**config.mk**
```make
export PLATFORM = sky130hd
export DESIGN_NAME = camera_reply_packet_parser_flat
export DESIGN_NICKNAME = d
export VERILOG_FILES = /design/src/design/crpp_pkg.sv /design/src/design/crpp_in_if.sv /design/src/design/crpp_out_if.sv /design/src/design/crpp_in_stage.sv /design/src/design/crpp_assembler.sv /design/src/design/crpp_out_stage.sv /design/src/design/camera_reply_packet_parser.sv /design/src/flat_wrapper.sv
export SDC_FILE = /design/constraint.sdc
export NUM_CORES = 1
export LEC_CHECK = 0
export BUFFER_PORTS_ARGS = -buffer_cell sky130_fd_sc_hd__buf_2
export CAP_MARGIN = 15
export CORE_MARGIN = 2
export CORE_UTILIZATION = 45
export CTS_BUF_LIST = sky130_fd_sc_hd__clkbuf_8
export DETAILED_ROUTE_END_ITERATION = 16
export GPL_TIMING_DRIVEN = 1
export PLACE_DENSITY = 0.71
export SLEW_MARGIN = 20
export SYNTH_ARGS = -nofsm -noshare
export SYNTH_HDL_FRONTEND = slang
export SYNTH_SLANG_ARGS = --single-unit
```
**constraint.sdc**
```tcl
create_clock -name clk -period 13.8 [get_ports clk]
set_input_delay 2.76 -clock clk [delete_from_list [all_inputs] [get_ports clk]]
set_output_delay 2.76 -clock clk [all_outputs]
set_load 0.01 [all_outputs]
```
**src/design/crpp_pkg.sv**
```systemverilog
// Shared types, codes and constants of the camera reply packet parser.
// No dependencies; used by the other parser modules and the testbench.
`default_nettype none

package crpp_pkg;

  // Longest packet before an oversize report.
  localparam int MAX_PACKET_BYTES = 16;
  localparam int HEAD_DEPTH       = 6;
  localparam int COUNT_W          = 5;
  localparam int HEAD_IDX_W       = 3;
  localparam int CAM_W            = 3;
  localparam int CFG_IDX_W        = 2;
  localparam int CFG_DATA_W       = 1;

  localparam logic [COUNT_W-1:0] MAX_LEN  = COUNT_W'(MAX_PACKET_BYTES);
  localparam logic [COUNT_W-1:0] HEAD_LEN = COUNT_W'(HEAD_DEPTH);

  // Byte values and masks of the reply protocol
  localparam logic [7:0] BYTE_TERM      = 8'hFF;
  localparam logic [3:0] NIB_COMPLETE   = 4'h5;
  localparam logic [3:0] NIB_ACK        = 4'h4;
  localparam logic [3:0] NIB_DEV_ERROR  = 4'h6;
  localparam logic [7:0] IR_TAG_1       = 8'h07;
  localparam logic [7:0] IR_TAG_2       = 8'h7D;
  localparam logic [7:0] IR_TAG_3       = 8'h02;
  localparam logic [7:0] CHAIN_TAG      = 8'h38;
  localparam logic [7:0] BCAST_ADDR     = 8'h88;
  localparam logic [7:0] COUNT_TAG      = 8'h30;
  localparam logic [7:0] CAM_ADDR_BASE  = 8'h08;
  localparam logic [7:0] MAX_CAMERAS    = 8'h07;

  // Packet lengths that the classifier checks
  localparam logic [COUNT_W-1:0] LEN_SHORT = COUNT_W'(3);
  localparam logic [COUNT_W-1:0] LEN_ERROR = COUNT_W'(4);
  localparam logic [COUNT_W-1:0] LEN_IR    = COUNT_W'(7);

  typedef enum logic [1:0] {
    EV_BYTE       = 2'd0,
    EV_TIMEOUT    = 2'd1,
    EV_LINK_ERROR = 2'd2
  } link_event_t;

  typedef enum logic [CFG_IDX_W-1:0] {
    CFG_SUPPRESS_ACK = 2'd0,
    CFG_REPORT_IR    = 2'd1,
    CFG_REPORT_CHAIN = 2'd2
  } cfg_index_t;

  typedef enum logic [3:0] {
    ST_COMPLETE   = 4'd0,
    ST_ACK        = 4'd1,
    ST_IR         = 4'd2,
    ST_CHAIN      = 4'd3,
    ST_UNDERSIZED = 4'd4,
    ST_DEV_ERROR  = 4'd5,
    ST_COUNT      = 4'd6,
    ST_BROADCAST  = 4'd7,
    ST_UNKNOWN    = 4'd8,
    ST_OVERSIZED  = 4'd9,
    ST_TIMEOUT    = 4'd10,
    ST_LINK_ERROR = 4'd11
  } status_t;

  typedef struct packed {
    logic [7:0] rx_byte;
    logic [1:0] link_event;
  } item_t;

  typedef struct packed {
    logic suppress_ack;
    logic report_ir;
    logic report_chain;
  } cfg_t;

  typedef struct packed {
    status_t          status;
    logic [7:0]       error_code;
    logic [7:0]       source_camera;
    logic [7:0]       ir_first_byte;
    logic [7:0]       ir_second_byte;
    logic [CAM_W-1:0] cameras_in_chain;
  } result_t;

  typedef struct packed {
    logic    emit;
    result_t res;
  } step_t;

endpackage

`default_nettype wire

```
**src/design/crpp_in_if.sv**
```systemverilog
// Input channel of the camera reply packet parser: valid/ready plus one byte or link event.
// Depends on nothing.
`default_nettype none

interface crpp_in_if;
  logic       valid;
  logic       ready;
  logic [7:0] rx_byte;
  logic [1:0] link_event;

  modport source (output valid, rx_byte, link_event, input ready);
  modport sink   (input valid, rx_byte, link_event, output ready);
endinterface

`default_nettype wire

```
**src/design/crpp_out_if.sv**
```systemverilog
// Result channel of the camera reply packet parser: valid/ready plus one reply report.
// Depends on nothing.
`default_nettype none

interface crpp_out_if;
  logic       valid;
  logic       ready;
  logic [3:0] status;
  logic [7:0] error_code;
  logic [7:0] source_camera;
  logic [7:0] ir_first_byte;
  logic [7:0] ir_second_byte;
  logic [2:0] cameras_in_chain;

  modport source (output valid, status, error_code, source_camera, ir_first_byte,
                  ir_second_byte, cameras_in_chain, input ready);
  modport sink   (input valid, status, error_code, source_camera, ir_first_byte,
                  ir_second_byte, cameras_in_chain, output ready);
endinterface

`default_nettype wire

```
**src/design/crpp_in_stage.sv**
```systemverilog
// Input register of the parser: holds one accepted transaction until the assembler takes it.
// Depends on crpp_pkg and crpp_in_if.
`default_nettype none

module crpp_in_stage (
  input  wire logic          clk,
  input  wire logic          rst,
  crpp_in_if.sink            rx,
  input  wire logic          advance,
  output logic               item_valid,
  output crpp_pkg::item_t    item
);

  logic take;

  assign rx.ready = !item_valid || advance;
  assign take     = rx.valid && rx.ready;

  always_ff @(posedge clk) begin
    if (rst) begin
      item_valid <= 1'b0;
    end else if (take) begin
      item_valid <= 1'b1;
    end else if (advance) begin
      item_valid <= 1'b0;
    end
  end

  always_ff @(posedge clk) begin
    if (take) begin
      item.rx_byte    <= rx.rx_byte;
      item.link_event <= rx.link_event;
    end
  end

endmodule

`default_nettype wire

```
**src/design/crpp_assembler.sv**
```systemverilog
// Packet assembly state and reply classification, one transaction per cycle
// while fire is high. Depends on crpp_pkg.
`default_nettype none

module crpp_assembler (
  input  wire logic             clk,
  input  wire logic             rst,
  input  wire logic             fire,
  input  wire crpp_pkg::item_t  item,
  input  wire crpp_pkg::cfg_t   cfg,
  output crpp_pkg::step_t       step
);

  logic [crpp_pkg::COUNT_W-1:0] byte_count, byte_count_next;
  logic [crpp_pkg::CAM_W-1:0]   camera_total, camera_total_next;
  logic [7:0]                   head_bytes [crpp_pkg::HEAD_DEPTH];

  logic [7:0]                   h [crpp_pkg::HEAD_DEPTH];
  logic [crpp_pkg::COUNT_W-1:0] len;
  logic [7:0]                   cam;
  logic [7:0]                   n;
  logic                         head_we;

  // Current byte overrides the stored one at its slot (terminator bypass)
  always_comb begin
    for (int i = 0; i < crpp_pkg::HEAD_DEPTH; i++) begin
      h[i] = (byte_count == crpp_pkg::COUNT_W'(i)) ? item.rx_byte : head_bytes[i];
    end
  end

  assign len     = byte_count + crpp_pkg::COUNT_W'(1);
  assign cam     = {4'h0, h[0][7:4]} - crpp_pkg::CAM_ADDR_BASE;
  assign n       = h[2] - 8'd1;
  assign head_we = fire && (item.link_event == crpp_pkg::EV_BYTE)
                   && (byte_count < crpp_pkg::HEAD_LEN);

  always_comb begin
    byte_count_next   = byte_count;
    camera_total_next = camera_total;
    step              = '0;
    case (crpp_pkg::link_event_t'(item.link_event))
      crpp_pkg::EV_BYTE: begin
        if (item.rx_byte == crpp_pkg::BYTE_TERM) begin
          byte_count_next = '0;
          if (len >= crpp_pkg::LEN_SHORT && h[1][7:4] == crpp_pkg::NIB_COMPLETE) begin
            step.emit       = 1'b1;
            step.res.status = crpp_pkg::ST_COMPLETE;
          end else if (len == crpp_pkg::LEN_SHORT && h[1][7:4] == crpp_pkg::NIB_ACK) begin
            step.emit       = !cfg.suppress_ack;
            step.res.status = crpp_pkg::ST_ACK;
          end else if (len == crpp_pkg::LEN_IR && h[1] == crpp_pkg::IR_TAG_1
                       && h[2] == crpp_pkg::IR_TAG_2 && h[3] == crpp_pkg::IR_TAG_3) begin
            step.emit               = cfg.report_ir;
            step.res.status         = crpp_pkg::ST_IR;
            step.res.source_camera  = cam;
            step.res.ir_first_byte  = h[4];
            step.res.ir_second_byte = h[5];
          end else if (len == crpp_pkg::LEN_SHORT && h[1] == crpp_pkg::CHAIN_TAG) begin
            step.emit              = cfg.report_chain;
            step.res.status        = crpp_pkg::ST_CHAIN;
            step.res.source_camera = cam;
          end else if (len < crpp_pkg::LEN_SHORT) begin
            step.emit       = 1'b1;
            step.res.status = crpp_pkg::ST_UNDERSIZED;
          end else if (len == crpp_pkg::LEN_ERROR && h[1][7:4] == crpp_pkg::NIB_DEV_ERROR) begin
            step.emit           = 1'b1;
            step.res.status     = crpp_pkg::ST_DEV_ERROR;
            step.res.error_code = h[2];
          end else if (len == crpp_pkg::LEN_ERROR && h[0] == crpp_pkg::BCAST_ADDR
                       && h[1] == crpp_pkg::COUNT_TAG) begin
            step.emit = 1'b1;
            if (n == 8'd0 || n > crpp_pkg::MAX_CAMERAS) begin
              step.res.status = crpp_pkg::ST_UNKNOWN;
            end else begin
              step.res.status   = crpp_pkg::ST_COUNT;
              camera_total_next = n[crpp_pkg::CAM_W-1:0];
            end
          end else if (h[0] == crpp_pkg::BCAST_ADDR) begin
            step.emit       = 1'b1;
            step.res.status = crpp_pkg::ST_BROADCAST;
          end else begin
            step.emit       = 1'b1;
            step.res.status = crpp_pkg::ST_UNKNOWN;
          end
        end else if (len >= crpp_pkg::MAX_LEN) begin
          byte_count_next = '0;
          step.emit       = 1'b1;
          step.res.status = crpp_pkg::ST_OVERSIZED;
        end else begin
          byte_count_next = len;
        end
      end
      crpp_pkg::EV_TIMEOUT: begin
        byte_count_next = '0;
        step.emit       = 1'b1;
        step.res.status = crpp_pkg::ST_TIMEOUT;
      end
      default: begin
        // link read error, and the unused event code
        byte_count_next = '0;
        step.emit       = 1'b1;
        step.res.status = crpp_pkg::ST_LINK_ERROR;
      end
    endcase
    step.res.cameras_in_chain = camera_total_next;
  end

  always_ff @(posedge clk) begin
    if (rst) begin
      byte_count   <= '0;
      camera_total <= '0;
    end else if (fire) begin
      byte_count   <= byte_count_next;
      camera_total <= camera_total_next;
    end
  end

  always_ff @(posedge clk) begin
    if (head_we) begin
      head_bytes[byte_count[crpp_pkg::HEAD_IDX_W-1:0]] <= item.rx_byte;
    end
  end

endmodule

`default_nettype wire

```
**src/design/crpp_out_stage.sv**
```systemverilog
// Result register of the parser: holds one report until the downstream side takes it.
// Depends on crpp_pkg and crpp_out_if.
`default_nettype none

module crpp_out_stage (
  input  wire logic             clk,
  input  wire logic             rst,
  input  wire logic             fire,
  input  wire crpp_pkg::step_t  step,
  output logic                  can_take,
  crpp_out_if.source            tx
);

  logic              valid;
  crpp_pkg::result_t res;
  logic              load;

  assign can_take = !valid || tx.ready;
  assign load     = fire && step.emit;

  always_ff @(posedge clk) begin
    if (rst) begin
      valid <= 1'b0;
    end else if (load) begin
      valid <= 1'b1;
    end else if (tx.ready) begin
      valid <= 1'b0;
    end
  end

  always_ff @(posedge clk) begin
    if (load) begin
      res <= step.res;
    end
  end

  assign tx.valid            = valid;
  assign tx.status           = res.status;
  assign tx.error_code       = res.error_code;
  assign tx.source_camera    = res.source_camera;
  assign tx.ir_first_byte    = res.ir_first_byte;
  assign tx.ir_second_byte   = res.ir_second_byte;
  assign tx.cameras_in_chain = res.cameras_in_chain;

endmodule

`default_nettype wire

```
**src/design/camera_reply_packet_parser.sv**
```systemverilog
// Camera reply packet parser, top level: config registers, input register, assembler, result reg.
// Depends on crpp_pkg, crpp_in_if, crpp_out_if, crpp_in_stage, crpp_assembler, crpp_out_stage.
//
// Takes one transaction per cycle on rx: a received reply byte (link_event 0) or a link
// timeout / read error. Bytes are counted and the first six kept; 0xFF ends a packet,
// which is sorted into completion, ack, IR push, chain change, undersized, device
// error, camera count, broadcast or unknown. A packet that reaches 16 bytes without a
// terminator is reported oversized; link events and oversize drop the packet in
// progress. Each transaction gives at most one report on tx. Throughput is one
// transaction per clock, set by the single assembler stage that reads and updates the
// packet state, until backpressure on tx fills both registers; a report passes through
// the input register, which holds its transaction while the assembler works, and then
// the result register before it is valid on tx. Backpressure on tx stalls rx only once
// both registers are full. Configuration (cfg_write/cfg_index/cfg_data) should be
// written only while the parser is idle; writes to unused indexes are dropped.
`default_nettype none

module camera_reply_packet_parser (
  input  wire logic                           clk,
  input  wire logic                           rst,
  crpp_in_if.sink                             rx,
  crpp_out_if.source                          tx,
  input  wire logic                           cfg_write,
  input  wire logic [crpp_pkg::CFG_IDX_W-1:0] cfg_index,
  input  wire logic [crpp_pkg::CFG_DATA_W-1:0] cfg_data
);

  crpp_pkg::cfg_t  cfg;
  crpp_pkg::item_t item;
  crpp_pkg::step_t step;
  logic            item_valid;
  logic            can_take;
  logic            fire;

  // Config registers; reset: ack reported, IR and chain reports on
  always_ff @(posedge clk) begin
    if (rst) begin
      cfg.suppress_ack <= 1'b0;
      cfg.report_ir    <= 1'b1;
      cfg.report_chain <= 1'b1;
    end else if (cfg_write) begin
      case (crpp_pkg::cfg_index_t'(cfg_index))
        crpp_pkg::CFG_SUPPRESS_ACK: cfg.suppress_ack <= cfg_data[0];
        crpp_pkg::CFG_REPORT_IR:    cfg.report_ir    <= cfg_data[0];
        crpp_pkg::CFG_REPORT_CHAIN: cfg.report_chain <= cfg_data[0];
        default: ;
      endcase
    end
  end

  // The held transaction is processed once the result register can take its report
  assign fire = item_valid && can_take;

  crpp_in_stage u_in (
    .clk        (clk),
    .rst        (rst),
    .rx         (rx),
    .advance    (fire),
    .item_valid (item_valid),
    .item       (item)
  );

  crpp_assembler u_asm (
    .clk  (clk),
    .rst  (rst),
    .fire (fire),
    .item (item),
    .cfg  (cfg),
    .step (step)
  );

  crpp_out_stage u_out (
    .clk      (clk),
    .rst      (rst),
    .fire     (fire),
    .step     (step),
    .can_take (can_take),
    .tx       (tx)
  );

endmodule

`default_nettype wire

```
**src/flat_wrapper.sv**
```systemverilog
// flat-port wrapper written by rule: the top's interface ports become plain ports
module camera_reply_packet_parser_flat 
  (clk, rst, cfg_write, cfg_index, cfg_data, rx_valid, rx_rx_byte, rx_link_event, rx_ready, tx_valid, tx_status, tx_error_code, tx_source_camera, tx_ir_first_byte, tx_ir_second_byte, tx_cameras_in_chain, tx_ready);
  crpp_in_if rx_i ();
  crpp_out_if tx_i ();
  input  wire logic clk;
  input  wire logic rst;
  input  wire logic cfg_write;
  input  wire logic [crpp_pkg::CFG_IDX_W-1:0] cfg_index;
  input  wire logic [crpp_pkg::CFG_DATA_W-1:0] cfg_data;
  input wire logic [$bits(rx_i.valid)-1:0] rx_valid;
  input wire logic [$bits(rx_i.rx_byte)-1:0] rx_rx_byte;
  input wire logic [$bits(rx_i.link_event)-1:0] rx_link_event;
  output wire logic [$bits(rx_i.ready)-1:0] rx_ready;
  output wire logic [$bits(tx_i.valid)-1:0] tx_valid;
  output wire logic [$bits(tx_i.status)-1:0] tx_status;
  output wire logic [$bits(tx_i.error_code)-1:0] tx_error_code;
  output wire logic [$bits(tx_i.source_camera)-1:0] tx_source_camera;
  output wire logic [$bits(tx_i.ir_first_byte)-1:0] tx_ir_first_byte;
  output wire logic [$bits(tx_i.ir_second_byte)-1:0] tx_ir_second_byte;
  output wire logic [$bits(tx_i.cameras_in_chain)-1:0] tx_cameras_in_chain;
  input wire logic [$bits(tx_i.ready)-1:0] tx_ready;
  assign rx_i.valid = rx_valid;
  assign rx_i.rx_byte = rx_rx_byte;
  assign rx_i.link_event = rx_link_event;
  assign rx_ready = rx_i.ready;
  assign tx_valid = tx_i.valid;
  assign tx_status = tx_i.status;
  assign tx_error_code = tx_i.error_code;
  assign tx_source_camera = tx_i.source_camera;
  assign tx_ir_first_byte = tx_i.ir_first_byte;
  assign tx_ir_second_byte = tx_i.ir_second_byte;
  assign tx_cameras_in_chain = tx_i.cameras_in_chain;
  assign tx_i.ready = tx_ready;
  camera_reply_packet_parser u_core (.clk(clk), .rst(rst), .rx(rx_i), .tx(tx_i), .cfg_write(cfg_write), .cfg_index(cfg_index), .cfg_data(cfg_data));
endmodule
```
After elaboration in Yosys (flattened, before gate mapping):

Memory sizes are Yosys's and may differ from the RTL's. A register that Yosys moved wholly into a read port is not among the register bits.
Index checks and enable logic that the tools add are counted.

* RAM bits: 48
* output and inout bits: 41
* bits in read-only memories: 0
* memories: 1
* latch bits: 0
* word-level logic and storage cells: 114
* register bits after elaboration: 46

* bitwise gates (word level): 4
* reductions and logical operators: 32
* divide/modulo/power cells: 0
* shifts and indexed selects: 0
* multipliers: 0
* add/subtract/negate cells: 3
* multiplexer cells: 37
* magnitude comparators: 5
* eq/ne operators: 19

Memories
* u_core.u_asm.head_bytes: words 6, width 8, read ports 6, clocked after memory_dff 2, write ports 1, line crpp_assembler.sv:16 `logic [7:0] head_bytes [crpp_pkg::HEAD_DEPTH];`

Operators with widths (number)
* 5-bit two-way mux: 12
* 8-bit two-way mux: 6
* 3-bit two-way mux: 10
* 8-bit by 6-bit == test with 1-bit output, second input constant: 2
* 8-bit == test, second input constant: 2
* 5-bit by 2-bit == test with 1-bit output, second input constant: 3
* 1-bit logical AND: 14
* 4-bit by 3-bit == test with 1-bit output, second input constant: 3
* 5-bit by 3-bit == test with 1-bit output, second input constant: 2
* 5-bit one-hot mux with 2 select lines: 1
* 8-bit by 2-bit == test with 1-bit output, second input constant: 1
* 8-bit by 3-bit == test with 1-bit output, second input constant: 1
* 8-bit by 7-bit == test with 1-bit output, second input constant: 1
* 8-bit by 3-bit > comparator with 1-bit output, second input constant: 1
* 8-bit zero test: 1
* 4-bit two-way mux: 2
* 8-bit OR reduction: 1
* 8-bit by 1-bit subtractor with 8-bit output, second input constant: 1
* 1-bit two-way mux: 6
* 2-bit AND reduction: 3
* 5-bit by 1-bit adder with 5-bit output, second input constant: 1
* 5-bit by 1-bit == test with 1-bit output, second input constant: 1
* 5-bit by 2-bit >= comparator with 1-bit output, second input constant: 1
* 5-bit >= comparator, second input constant: 1
* other kinds (13): 23

Depth between registers and ports, before layout:

* word-level depth: 17
* mapped depth: 15
* mapped depth without buffers: 12

Hierarchy:

From an unflattened synthesis, not the netlist that was laid out.

* cells, all modules: 444
* area total of the unflattened synthesis: 5313.8 um^2

Modules (own cells, without submodules)
* crpp_assembler: cells each 370, area an instance 3589.7 um^2, times used 1
* crpp_out_stage: cells each 44, area an instance 1221.2 um^2, times used 1
* crpp_in_stage: cells each 15, area an instance 355.3 um^2, times used 1
* camera_reply_packet_parser: cells each 15, area an instance 147.6 um^2, times used 1

Worst setup path before layout:

OpenSTA, ideal clock, no wires.

* path type: input -> output
* start point: input port tx_ready
* end point: output port rx_ready
* data arrival time: 3099 ps
* cell stages on the path: 2
* path slack: 7941 ps
* data required time: 11040 ps
* path through: nor2b_1 -> nand2_1

* longest elaborated chain between the ends: 3

RTL lines
* start, declared: line flat_wrapper.sv:22 `input wire logic [$bits(tx_i.ready)-1:0] tx_ready;`
* 1-bit logical OR: line crpp_out_stage.sv:18 `assign can_take = !valid || tx.ready;`
* 1-bit logical AND: line camera_reply_packet_parser.sv:52 `assign fire = item_valid && can_take;`
* 1-bit logical OR: line crpp_in_stage.sv:16 `assign rx.ready = !item_valid || advance;`
* end, declared: line flat_wrapper.sv:14 `output wire logic [$bits(rx_i.ready)-1:0] rx_ready;`

No other way between the ends.

Final worst setup path:

Same ends and word-level chain as after synthesis.

==> metrics.md <==
| Metric | Value |
|---|---|
| Commonest cells post-synth | edfxtp_1 (93), nor2_1 (42), and3_1 (20) |
| Top cell type's share of synthesized area | approximately 58% |
| Crit. End Element | output pin |
| Placer Congestion | 0.866 |
| Setup CP Type | in2out |
| Total grt overflow | 0 |
| CP max-delay cell | nor2b_1 |
| Worst-skew pair later-pin latency | approximately 380 ps |
| EDFF count, synth | 93 |
| Startpoint types | input pin |
| Min-Delay Path Class | reg2reg |
| Hold buffers post-CTS | 0 |
| Largest net degree at the start of global routing | 37 |
| Clk slew on worst S/H paths | approximately 100 ps |
| Crit path time final | 6090 ps |
| HPWL after DPL | between 6000 and 7000 um |
| Port bufs | just under 60 |
| Critical Path RT | roughly 11000 ps |
| Dpl cell area | approximately 5200 um^2 |
| Post-synthesis sequential area ratio | a little under two thirds |
| Average cell area after synthesis | around 12 um^2 |
| Rows | 37 |
| CP Data Arrival Time | 3330 ps |
| Family with the most delay on the worst path | simple AND/OR/NAND/NOR gates |
| Sink Count | roughly 110 |
| # DRC | 0 |
| Peak supply drop | approximately 0.057 mV |
| Layout area overhead | 13.1% |
| Routed WL per cell | around 16 um |
| Crit path top cell by count | buf_2 |
| Leakage | around 1.9 nW |
| Area occupied by multi-input gates | between 1500 and 2000 um^2 |
| Cell Area, Synth | slightly below 5000 um^2 |
| Ratio of final minimum period to clock period | approximately 44% |
| CTS Buf Count | 9 |
| Pre-antenna DRT Iters | 5 |
| Setup repair after global routing missed its margin | false |
| Asr flop ratio synth | 0% |
| Synthesis Warnings | 0 |
| Global-route wire length before repair | between 15000 and 20000 um |
| Clk Tree Root Cell | clkbuf_8 |
| Slew headroom | 32.4% |
| Fmax | approximately 160 MHz |
| Layout cell share with drive strength beyond 1 | ~21% |
| Post-CTS sizing | 0 |
| Pwr dens | approximately 110 nW/um^2 |
| Vias | roughly 3200 |
| Full die area | 11500 um^2 |
| Max cap viols | 0 |
| # placed instances | around 560 |
| Top-count cell post-synth | edfxtp_1 |
| Ys flop type | edfxtp_1 |
| Buf/Inv on CP | 2 |
| CTS tree | built |
| Max Slew Vio Count | 0 |
| DIE WIDTH | between 100 and 150 um |
| Diode count | 0 |
| Crit path cell chain | buf_2, nor2b_1, nand2_1, buf_2 |
| Syn Nets | 410 |
| Fill cell count | about 890 |
| Hold Fails Final Rpt | 0 |
| Unique masters post-synth | 61 |
| Clock Skews | around 11 ps |
| Initial DRC Count | 294 |
| Postcts setup bufs | 0 |
| Via-to-Cell Ratio | between 5 and 6 |
| Nets | 458 |
| Register area | around 3000 um^2 |
| Slew @ Worst Pin | roughly 1000 ps |
| Maximum clock path buffer count | 2 |
| Post-Synthesis Cells | 385 |
| Final std cells w/o fill | roughly 570 |
| Setup TNS | 0 ps |
| Wirelength, routed | around 9400 um |
| Synth Register Bits | between 100 and 150 |
| Die height | around 110 um |
| GR Util All Layers | ~17% |
| Synth top area cells | edfxtp_1 (58%), dfxtp_1 (5.4%), nor2_1 (3.3%) |
| Post-route cell area | approximately 5400 um^2 |
| Placeable core area | about 10000 um^2 |
| IO Count | 59 |
| CP peak stage delay | roughly 230 ps |
| Initial core utilization | between 40% and 50% |
| Detail Route Antenna Nets | 0 |
| Worst Path Max Fanout | 5 |
| Largest area contributor in the netlist | edfxtp_1 |
| Vias in the first global route | between 3000 and 4000 |
| # setup viols final | 0 |
| Initial antenna violation count | 0 |
| Status | finished, final reports clean |
| H-tree depth | 3 |
## per-stage QoR
stage                     hold WS [ps]  utilization [%]  power (mW)  worst slack, ps
after global placement             465             50.1       0.392             7710
after detailed placement           484             50.1       0.393             7710
final                              507             52.5       0.589             7710
after CTS                          507             52.2       0.591             7710
after global routing               545             52.5       0.609             7630
after floorplan                    448                -       0.381             7940
## registers in the layout, indices dropped and copies added, names as in the netlist
signal	count
u_core.u_asm.head_bytes	48
u_core.u_asm.camera_total	3
u_core.u_in.item_valid	1
tx_ir_first_byte	8
u_core.u_out.tx.valid	1
u_core.u_out.tx.cameras_in_chain	3
u_core.u_asm.byte_count	5
u_core.u_out.tx.status	4
u_core.u_out.tx.source_camera	4
tx_ir_second_byte	8
u_core.cfg	3
u_core.u_in.item	10
u_core.u_out.tx.error_code	8
## worst register-to-register path, cell delays in order (launching register included)
cell	delay (ps)
dfxtp_1	560
ha_1	320
or4b_1	740
mux2i_1	440
ha_1	390
nor4b_1	300
o311a_1	200
a21oi_1	50
a2111o_1	380
a2111oi_0	490
nor3_1	80
o21ai_1	160
## final timing paths
| path | startpoint | to | slack [ps] | cells past startpoint |
|---|---|---|---|---|
| max | tx_ready | rx_ready | 7710 | 4 |
| min | u_core.u_asm.camera_total[1] | u_core.u_asm.camera_total[1] | 510 | 2 |
| max reg2reg | u_core.u_asm.byte_count[1] | u_core.u_out.tx.status[1] | 9520 | 11 |
| min reg2reg | u_core.u_asm.camera_total[1] | u_core.u_asm.camera_total[1] | 510 | 2 |
## power by group
part	total (mW)	internal, mW	switching (mW)
clock network	0.203	0.0891	0.114
logic	0.0229	0.00964	0.0132
registers	0.363	0.355	0.00841
## cell families (layout without fill, tap and decap cells)
kind of cell / count (synthesis) / count (layout) / share of synthesized area, %
DFF: 106 / 106 / 63.5
xor gates and xnor gates: 4 / 4 / 0.728
AOI/OAI and AO/OA: 48 / 48 / 6.89
buffers and inverters: 31 / 84 / 2.73
and+or+nand+nor: 173 / 173 / 20.9
muxes: 16 / 16 / 3.43
adders and majority gates: 7 / 7 / 1.82
## placed cells by master, fill, tap and decap left out, types with 4 or more instances in the layout
cell	instances
inv_1	8
nor2_1	41
nor4b_1	11
nor3b_1	4
and3_1	20
ha_1	7
nor3_1	13
edfxtp_1	93
buf_2	58
clkbuf_8	9
nand3_1	12
a21oi_1	15
dfxtp_1	13
o21ai_0	5
nand3b_1	4
nand2_1	18
nand4_1	9
nor2b_1	6
nor4_1	6
mux2i_1	12
nand2b_1	8
## routing by layer
layer	GRT usage, %	wire [um]	vias to the layer above
met5	0	0	-
met4	8.61	257	0
met3	3.03	585	21
met2	28.0	4430	131
met1	22.4	4090	1515
li1	-	-	1565
## cell type report
cell class | instances | area share (%)
Timing Repair Buffer | 60 | 5.98
Inverter | 8 | 0.552
Sequential cell | 106 | 56.1
Clock inverter | 7 | 1.72
Clock buffer | 9 | 2.28
Multi-Input combinational cell | 248 | 30.2
Tap cell | 136 | 3.13
Power figures use the tool's default switching activity.
